--- config.mk ---
export PLATFORM = sky130hd
export DESIGN_NAME = bacre_ctrl
export DESIGN_NICKNAME = d
export VERILOG_FILES = /design/src/sv/bacre_pkg.sv /design/src/sv/bacre_ctrl.sv
export VERILOG_INCLUDE_DIRS = /design/src /design/src/sv
export SDC_FILE = /design/constraint.sdc
export NUM_CORES = 1
export LEC_CHECK = 0
export BUFFER_PORTS_ARGS = -buffer_cell sky130_fd_sc_hd__buf_2
export CAP_MARGIN = 20
export CORE_AREA = 2 2 39 41
export DETAILED_ROUTE_END_ITERATION = 10
export DIE_AREA = 0 0 41 43
export PLACE_DENSITY = 0.79
export REMOVE_ABC_BUFFERS = 1
export SLEW_MARGIN = 20
export SYNTH_ARGS = -nofsm -noshare
export SYNTH_HDL_FRONTEND = slang
export SYNTH_SLANG_ARGS = --single-unit
export TNS_END_PERCENT = 5
--- constraint.sdc ---
create_clock -name clk -period 1.75 [get_ports clk]
set_input_delay 0.175 -clock clk [delete_from_list [all_inputs] [get_ports clk]]
set_output_delay 0.175 -clock clk [all_outputs]
set_load 0.01 [all_outputs]
--- src/sv/block_average_color_run_encoder_defines.svh ---
`ifndef BLOCK_AVERAGE_COLOR_RUN_ENCODER_DEFINES_SVH
`define BLOCK_AVERAGE_COLOR_RUN_ENCODER_DEFINES_SVH

// same-cycle implication, sampled on clk, off during reset
`define BACRE_ASSERT(label, ante, cons) \
    label: assert property (@(posedge clk) disable iff (!rst_n) (ante) |-> (cons)) \
        else $error("bacre: assertion failed");

// next-cycle implication, sampled on clk, off during reset
`define BACRE_ASSERT_NEXT(label, ante, cons) \
    label: assert property (@(posedge clk) disable iff (!rst_n) (ante) |=> (cons)) \
        else $error("bacre: assertion failed");

`endif

--- src/sv/bacre_pkg.sv ---
package bacre_pkg;

    localparam int DEF_MAX_WIDTH = 2048;
    localparam int DEF_MAX_BLOCK = 64;

    localparam int CHAN_W     = 8;
    localparam int COLOR_W    = 3 * CHAN_W;
    localparam int SUM_W      = 20;
    localparam int AREA_W     = 14;
    localparam int IMG_W_W    = 12;
    localparam int IMG_H_W    = 13;
    localparam int BLK_W      = 7;
    localparam int ROW_W      = 12;
    localparam int CFG_DATA_W = 13;
    localparam int CFG_IDX_W  = 2;
    localparam int DIV_CNT_W  = $clog2(SUM_W);

    localparam logic [IMG_H_W-1:0] MAX_HEIGHT = 13'd4096;

    typedef enum logic [1:0] {
        TOK_SET     = 2'd0,
        TOK_RESET   = 2'd1,
        TOK_SPACE   = 2'd2,
        TOK_NEWLINE = 2'd3
    } token_t;

    typedef enum logic [CFG_IDX_W-1:0] {
        CFG_IMAGE_WIDTH  = 2'd0,
        CFG_IMAGE_HEIGHT = 2'd1,
        CFG_BLOCK_WIDTH  = 2'd2,
        CFG_BLOCK_HEIGHT = 2'd3
    } cfg_index_t;

    typedef enum logic [2:0] {
        S_IDLE,
        S_ACC,
        S_DIV,
        S_COLOR,
        S_SPACE,
        S_RESET,
        S_NEWLINE
    } state_t;

    typedef struct packed {
        logic [CHAN_W-1:0] red;
        logic [CHAN_W-1:0] green;
        logic [CHAN_W-1:0] blue;
    } pixel_t;

    typedef struct packed {
        token_t            token;
        logic [CHAN_W-1:0] out_red;
        logic [CHAN_W-1:0] out_green;
        logic [CHAN_W-1:0] out_blue;
        logic              last_of_run;
    } token_item_t;

    typedef struct packed {
        logic   accept;
        logic   acc;
        logic   div_step;
        logic   push;
        token_t tok_code;
        logic   last_run;
        logic   commit;
    } ctrl_cmd_t;

    typedef struct packed {
        logic in_tile;
        logic last;
        logic rowend;
        logic need_color;
        logic need_reset;
        logic avg_zero;
        logic out_free;
    } dp_status_t;

endpackage

--- src/sv/bacre_ctrl.sv ---
`include "block_average_color_run_encoder_defines.svh"

module bacre_ctrl import bacre_pkg::*; (
    input  logic       clk,
    input  logic       rst_n,
    input  logic       pix_valid,
    output logic       pix_ready,
    input  dp_status_t sts,
    output ctrl_cmd_t  cmd
);

    state_t               state_reg;
    state_t               state_next;
    logic [DIV_CNT_W-1:0] div_cnt_reg;

    always_ff @(posedge clk or negedge rst_n)
    begin
        if (!rst_n)
            state_reg <= S_IDLE;
        else
            state_reg <= state_next;
    end

    always_ff @(posedge clk or negedge rst_n)
    begin
        if (!rst_n)
            div_cnt_reg <= '0;
        else if (state_reg == S_ACC)
            div_cnt_reg <= '0;
        else if (state_reg == S_DIV)
            div_cnt_reg <= div_cnt_reg + DIV_CNT_W'(1);
    end

    always_comb
    begin
        state_next = state_reg;
        unique case (state_reg)
            S_IDLE:
            begin
                if (pix_valid)
                    state_next = sts.in_tile ? S_ACC : S_COLOR;
            end
            S_ACC:
            begin
                state_next = sts.last ? S_DIV : S_COLOR;
            end
            S_DIV:
            begin
                if (div_cnt_reg == DIV_CNT_W'(SUM_W - 1))
                    state_next = S_COLOR;
            end
            S_COLOR:
            begin
                if (!sts.need_color || sts.out_free)
                    state_next = S_SPACE;
            end
            S_SPACE:
            begin
                if (!sts.last || sts.out_free)
                    state_next = S_RESET;
            end
            S_RESET:
            begin
                if (!sts.need_reset || sts.out_free)
                    state_next = S_NEWLINE;
            end
            S_NEWLINE:
            begin
                if (!sts.rowend || sts.out_free)
                    state_next = S_IDLE;
            end
            default:
            begin
                state_next = S_IDLE;
            end
        endcase
    end

    always_comb
    begin
        pix_ready    = 1'b0;
        cmd          = '0;
        cmd.tok_code = TOK_SPACE;
        unique case (state_reg)
            S_IDLE:
            begin
                pix_ready  = 1'b1;
                cmd.accept = pix_valid;
            end
            S_ACC:
            begin
                cmd.acc = 1'b1;
            end
            S_DIV:
            begin
                cmd.div_step = 1'b1;
            end
            S_COLOR:
            begin
                cmd.push     = sts.need_color && sts.out_free;
                cmd.tok_code = sts.avg_zero ? TOK_RESET : TOK_SET;
            end
            S_SPACE:
            begin
                cmd.push     = sts.last && sts.out_free;
                cmd.tok_code = TOK_SPACE;
                cmd.last_run = !sts.rowend;
            end
            S_RESET:
            begin
                cmd.push     = sts.need_reset && sts.out_free;
                cmd.tok_code = TOK_RESET;
            end
            S_NEWLINE:
            begin
                cmd.push     = sts.rowend && sts.out_free;
                cmd.tok_code = TOK_NEWLINE;
                cmd.last_run = 1'b1;
                cmd.commit   = !sts.rowend || sts.out_free;
            end
            default:
            begin
                pix_ready = 1'b0;
            end
        endcase
    end

    `BACRE_ASSERT(a_push_has_room, cmd.push, sts.out_free)
    `BACRE_ASSERT_NEXT(a_tile_pixel_accumulates, cmd.accept && sts.in_tile, state_reg == S_ACC)
    `BACRE_ASSERT(a_div_full_length, (state_reg == S_DIV) && (state_next != S_DIV), div_cnt_reg == DIV_CNT_W'(SUM_W - 1))
    `BACRE_ASSERT(a_color_only_on_tile_end, cmd.push && (cmd.tok_code == TOK_SET), sts.last && sts.need_color)

endmodule

==> impl_results.md, run 1 <==
- Ant diodes: 0
- Setup crit end kind: primary output
- Unique masters post-synth: 30
- Post-route cell area: roughly 740 µm²
- Vias in the first global route: 492
- Max FFs per register: 5
- CP peak stage delay: 580 ps
- RSZ-0062 raised after global routing: false
- Slew HR: around four fifths
- Proportion of layout cells with a drive suffix above 1: 34.4%
- Minimum clock period: 1630 ps
- GPL Wtd Cong: 0.742
- Async S/R FF share, synth: 100%
- Count leader, synth: dfrtp_1
- Post-detailed-route count of antenna-violating nets: 0
- Top_reg_cell synth: dfrtp_1
- Max Slew Vio Count: 0
- Root Driver: clkbuf_4
- CP cell instances: nand4b_1, o211a_1, nor2b_1, buf_2
- Worst Path Max Fanout: 19
- Dominant cell type by area after synthesis: dfrtp_1
- CTS Buf Count: 3
- Final Skew: 1.38 ps
- Die width: 41 µm
- Worst-Margin Slew: 285 ps
- CTS clk-pin slew, worst paths: ~50 ps
- Vias: 570
- Final Hold Vio Count: 0
- Synthesized flop and latch total: 8
- Top delay family on crit path: flip-flops
- Pleak: 0.334 nW
- Reg2reg path depth: 5
- Mapped Cells: ~70
- CP required: between 1500 and 2000 ps
- Reg-to-Reg End: div_cnt_reg[3]
- CP Launch Point: state_reg[2]
- Max Buffers Root-to-Sink: 2
- H-tree levels: 1
- Overall routing resource usage: approximately 17%
- Max stage delay cell, worst path: dfrtp_4
- CTS tree: done
- Die area: 0.00176 mm²
- Remaining routing DRC violations: 0
- Register share of total power: 36.1%
- Status: finished clean
- # nets final: 103
- Switch Pwr: 0.600 mW
- Min Hold Slack: 240 ps
- Hold crit path type: primary input to flop
- Avg WL per Cell: ~13 µm
- Clock Latency Late Sink: 250 ps
- Vias/cell: approximately 5.4
- Final WS setup: 118 ps
- Tcrit/Tclk final: between 90 and 100%
- Final Util: 53.8%
- Fmax: 613 MHz
- Initial DRC count: 5
- Row count: 14
- Post-synthesis sequential area ratio: 32.4%
- Yosys warnings: 0
- Crit path kind: flop to primary output
- Top cell type's share of synthesized area: 32.4%
- Pre-antenna DRT Iters: 3
- Worst R2R Start: state_reg[0]
- Placed Instance Area: 704 µm²
- CP arrival: 1460 ps
- Pre-CTS setup slack: 212 ps
- Setup TNS: 0 ps
- Pint: 0.708 mW
- Synth top cells by count: dfrtp_1, a21oi_1
- Die Y: 43 µm
- Area grow syn2layout: 20.4%
- Worst Setup Start Kind: flop
- Total grt overflow: 0
- Initial antenna violation count: 0
- Largest cells by area after synthesis: dfrtp_1, a21oi_1, nand2b_1
- Post-Route WL: 1.33 mm
- PortBufs: 18
- Stages on the worst setup path: 4
- Post-synth design cell area: around 620 µm²
- HPWL Detailed: 951 µm
- Top Ports: 19
- Largest net degree at the start of global routing: 20
- Post-synth EDFFs: 0
- Cells on Worst Hold Path: 3
- Final setup viols: 0
- Setup repair bufs after CTS: 0
- Max-cap violations: 0
- PwrDens: approximately 1800 mW/mm²
- Peak supply drop: between 0.0006 and 0.0007 V
- Comb power frac: 53.1%
- First-pass GRT wire length: 2.11 mm
- R2R setup slack: about 340 ps
- Hold endpoint: state_reg[0]
- Starting density of the core: 44.7%
- Switching Fraction: 45.9%
- Buf/Inv on CP: 1
- Syn avg cell area: approximately 8.6 µm²
- Hold_sp: sts[5]
- Core area: 0.00138 mm²
- Clock sinks: 8
- Clk pwr share: a little over a tenth
[logic make-up (layout without fill, tap and decap cells)]
kind of cell	count (synthesis)	count (layout)	share of synthesized area, %
buffers and inverters	8	26	7.49
muxes	1	1	1.62
DFF	8	8	32.4
and+or+nand+nor	33	33	34.0
AOI/OAI and AO/OA	21	21	22.5
adders and majority gates	1	1	2.02
[what timing repair did]
item	CTS	global route
hold buffers	1	0
resized for setup	1	4
endpoints found under the setup margin	3	3
pin swaps	0	0
endpoints found under the hold margin	8	0
[cell usage in the layout, fill, tap and decap left out, types with 2 or more instances in the layout]
master,count
a21oi_1,7
buf_2,18
buf_4,2
clkbuf_4,3
dfrtp_1,5
dfrtp_2,2
inv_1,2
nand2_1,4
nand2b_1,4
nand3_1,4
nand4_1,2
nand4b_1,2
nor2_1,4
nor2b_1,4
nor3_1,2
nor3_2,2
o21ai_0,3
o21ai_1,3
o22ai_1,2
o32ai_1,2
[layout make-up]
type / instances / area, µm²
tap: 16 / 20.0
clock buffer: 3 / 22.5
sequential: 8 / 206
timing repair buffer: 21 / 115
inverter: 2 / 7.51
fill: 128 / 639
multi-input combinational: 56 / 373
[power groups by stage]
| stage | logic (mW) | clock network [mW] | registers (mW) |
|---|---|---|---|
| after detailed placement | 0.689 | 0 | 0.459 |
| after CTS | 0.694 | 0.147 | 0.458 |
| after global routing | 0.783 | 0.162 | 0.492 |
| final | 0.694 | 0.141 | 0.472 |
| after floorplan | 0.464 | 0 | 0.440 |
| after global placement | 0.668 | 0 | 0.446 |
[metrics by stage]
step / power (mW) / std cells
floorplan: 0.904 / 66
global placement: 1.11 / 102
detailed placement: 1.15 / 102
CTS: 1.30 / 106
global route: 1.44 / 106
finish: 1.31 / 106
[worst min-delay path: cells and delay by family]
| kind | cells | cell delay (ps) |
|---|---|---|
| compound gates | 2 | 200 |
| buf+inv | 1 | 90 |
[routing by layer]
metal	up-vias	wire length, µm	global-route usage, %
met4	0	17	8.00
li1	301	-	-
met3	2	54	3.14
met2	16	612	25.3
met5	-	0	0
met1	251	641	23.4
[how the worst max path moves through the flow]
stage | end | slack, ps
finish | cmd[4] | 120
detailed placement | cmd[4] | 210
global placement | cmd[2] | 270
floorplan | state_reg[0] | 300
global route | cmd[4] | 20
CTS | cmd[4] | 30
Power figures use the tool's default switching activity.
==> run 2, diff against run 1 <==
Settings changed: CELL_PAD_IN_SITES_DETAIL_PLACEMENT set to 1, CELL_PAD_IN_SITES_GLOBAL_PLACEMENT set to 1, CORE_AREA 2 2 39 41 to unset, CORE_MARGIN set to 2, CORE_UTILIZATION set to 35, DIE_AREA 0 0 41 43 to unset, PLACE_DENSITY 0.79 to 0.81.
==> impl_results.md, run 2 (synthesis results as in run 1) <==
- Status: finished clean (unchanged)
- PortBufs: 18 (unchanged)
- Slew HR: 79.0% (was 80.9%)
- Minimum clock period: 1650 ps (was 1630 ps)
- CTS tree: done (unchanged)
- Final Skew: 3.70 ps (was 1.38 ps)
- Post-route cell area: 749 µm² (was 744 µm²)
- Worst-Margin Slew: 314 ps (was 285 ps)
- Commonest non-fill, non-tap cells in the layout: buf_2, a21oi_1, dfrtp_1 (unchanged)
- Die width: 46.0 µm (was 41 µm)
- Fmax: 606 MHz (was 613 MHz)
- PwrDens: 1790 mW/mm² (was 1760 mW/mm²)
- CP required: 1570 ps (about the same)
- Placed Instance Area: 713 µm² (was 704 µm²)
- Die Y: 46.0 µm (was 43 µm)
- First-pass GRT wire length: 2.73 mm (was 2.11 mm)
- Initial DRC count: 5 (unchanged)
- Proportion of layout cells with a drive suffix above 1: 34.1% (was 34.4%)
- Clock Latency Late Sink: 270 ps (was 250 ps)
- RSZ-0062 raised after global routing: false (unchanged)
- CP arrival: 1480 ps (was 1460 ps)
- H-tree levels: 1 (unchanged)
- Largest net degree at the start of global routing: 16 (was 20)
- Commonest non-fill, non-tap cell in the layout: buf_2 (unchanged)
- Remaining routing DRC violations: 0 (unchanged)
- Starting density of the core: 36.6% (was 44.7%)
- Worst Path Max Fanout: 10 (was 19)
- M2 GR Usage: 33.3% (was 25.3%)
- Final setup viols: 0 (unchanged)
- Top Ports: 19 (unchanged)
- Die area: 0.00212 mm² (was 0.00176 mm²)
- Pleak: 0.339 nW (was 0.334 nW)
- Buf/Inv on CP: 1 (unchanged)
- CP cell instances: mux2i_1, o211a_1, nor2b_1, buf_2 (was nand4b_1, o211a_1, nor2b_1, buf_2)
- Ant diodes: 0 (unchanged)
- FILL cells: 225 (was 128)
- Crit path kind: flop to primary output (unchanged)
- Tcrit/Tclk final: 94.4% (was 93.3%)
- Total grt overflow: 0 (unchanged)
- Setup crit end kind: primary output (unchanged)
- Root Driver: clkbuf_4 (unchanged)
- Setup TNS: 0 ps (unchanged)
- # nets final: 104 (was 103)
- Peak supply drop: 0.000633 V (was 0.000627 V)
- Hold crit path type: primary input to flop (unchanged)
- Hold_sp: sts[5] (unchanged)
- Core area: 0.00169 mm² (was 0.00138 mm²)
- Row count: 15 (was 14)
- Vias in the first global route: 600 (was 492)
- Overall routing resource usage: 18.3% (was 17.2%)
- Max Slew Vio Count: 0 (unchanged)
- HPWL Detailed: 1.14 mm (was 951 µm)
- Max Buffers Root-to-Sink: 2 (unchanged)
- Max FFs per register: 5 (unchanged)
- Pre-antenna DRT Iters: 4 (was 3)
- Worst R2R Start: state_reg[0] (unchanged)
- CTS clk-pin slew, worst paths: 50 ps (about the same)
- Max-cap violations: 0 (unchanged)
- Register area: 204 µm² (was 206 µm²)
- Final Hold Vio Count: 0 (unchanged)
- Initial antenna violation count: 0 (unchanged)
- Vias: 621 (was 570)
- Area grow syn2layout: 21.3% (was 20.4%)
- Most Used Layer, Global Route: met2 (unchanged)
- Met3 Usage GRT: 4.76% (was 3.14%)
- Worst Setup Start Kind: flop (unchanged)
- Clock sinks: 8 (unchanged)
- GPL Wtd Cong: 0.750 (was 0.742)
- Vias/cell: 5.75 (was 5.38)
- Post-detailed-route count of antenna-violating nets: 0 (unchanged)
- Top delay family on crit path: flip-flops (unchanged)
- Footprint of the multi-input gates: 372 µm² (was 373 µm²)
- CTS Buf Count: 3 (unchanged)
- Met1 usage: 20.5% (was 23.4%)
- CP peak stage delay: 480 ps (was 580 ps)
- Max stage delay cell, worst path: dfrtp_2 (was dfrtp_4)
- Setup repair bufs after CTS: 0 (unchanged)
- Post-Route WL: 1.64 mm (was 1.33 mm)
- Avg WL per Cell: 15.2 µm (was 12.5 µm)
- CP Launch Point: state_reg[0] (was state_reg[2])
run 2: worst paths after layout:
path | cells past startpoint | end | slack (ps)
worst max register to register | 4 | state_reg[1] | 370
worst max-delay path | 4 | cmd[4] | 100
worst min register to register | 1 | div_cnt_reg[4] | 480
worst min-delay path | 3 | state_reg[0] | 230
max in group asynchronous | 2 | state_reg[0] | 1290
min in group asynchronous | 2 | div_cnt_reg[4] | 270
run 2: report_power, final:
part	total, mW	internal [mW]	switching [mW]
clock	0.150	0.0790	0.0713
combinational	0.744	0.360	0.384
sequential	0.451	0.273	0.178
run 2: layout make-up:
class | count | area share, %
clock buffer | 3 | 3.01
inverter | 2 | 1.00
multi-input combinational | 56 | 49.6
sequential | 8 | 27.2
tap | 17 | 2.84
timing repair buffer | 22 | 16.4
run 2: repair_timing:
| action | CTS | global route |
|---|---|---|
| resized for setup | 0 | 3 |
| hold endpoints to repair | 8 | 0 |
| hold buffers | 1 | 0 |
| endpoints found under the setup margin | 0 | 5 |
run 2: metrics by stage:
step | power [mW] | hold slack [ps] | utilization [%] | setup slack [ps] | std cells
6_report | 1.34 | 232 | 44.4 | 98.6 | 108
5_1_grt | 1.46 | 245 | 44.4 | 13.4 | 108
4_1_cts | 1.35 | 232 | 44.1 | 5.51 | 108
3_5_place_dp | 1.18 | 27.3 | 42.2 | 305 | 104
3_3_place_gp | 1.14 | 25.9 | 42.2 | 314 | 104
2_1_floorplan | 0.904 | -121 | - | 300 | 66
run 2: worst min-delay path, cell delays in order:
cell and delay, ps:
buf_2 90, o32ai_1 80, o2bb2ai_2 120
run 2: routing by layer:
metal | vias up | share of wire [%]
li1 | 303 | -
met1 | 296 | 43
met2 | 20 | 50
met3 | 2 | 5.2
met4 | 0 | 1.2
met5 | - | 0
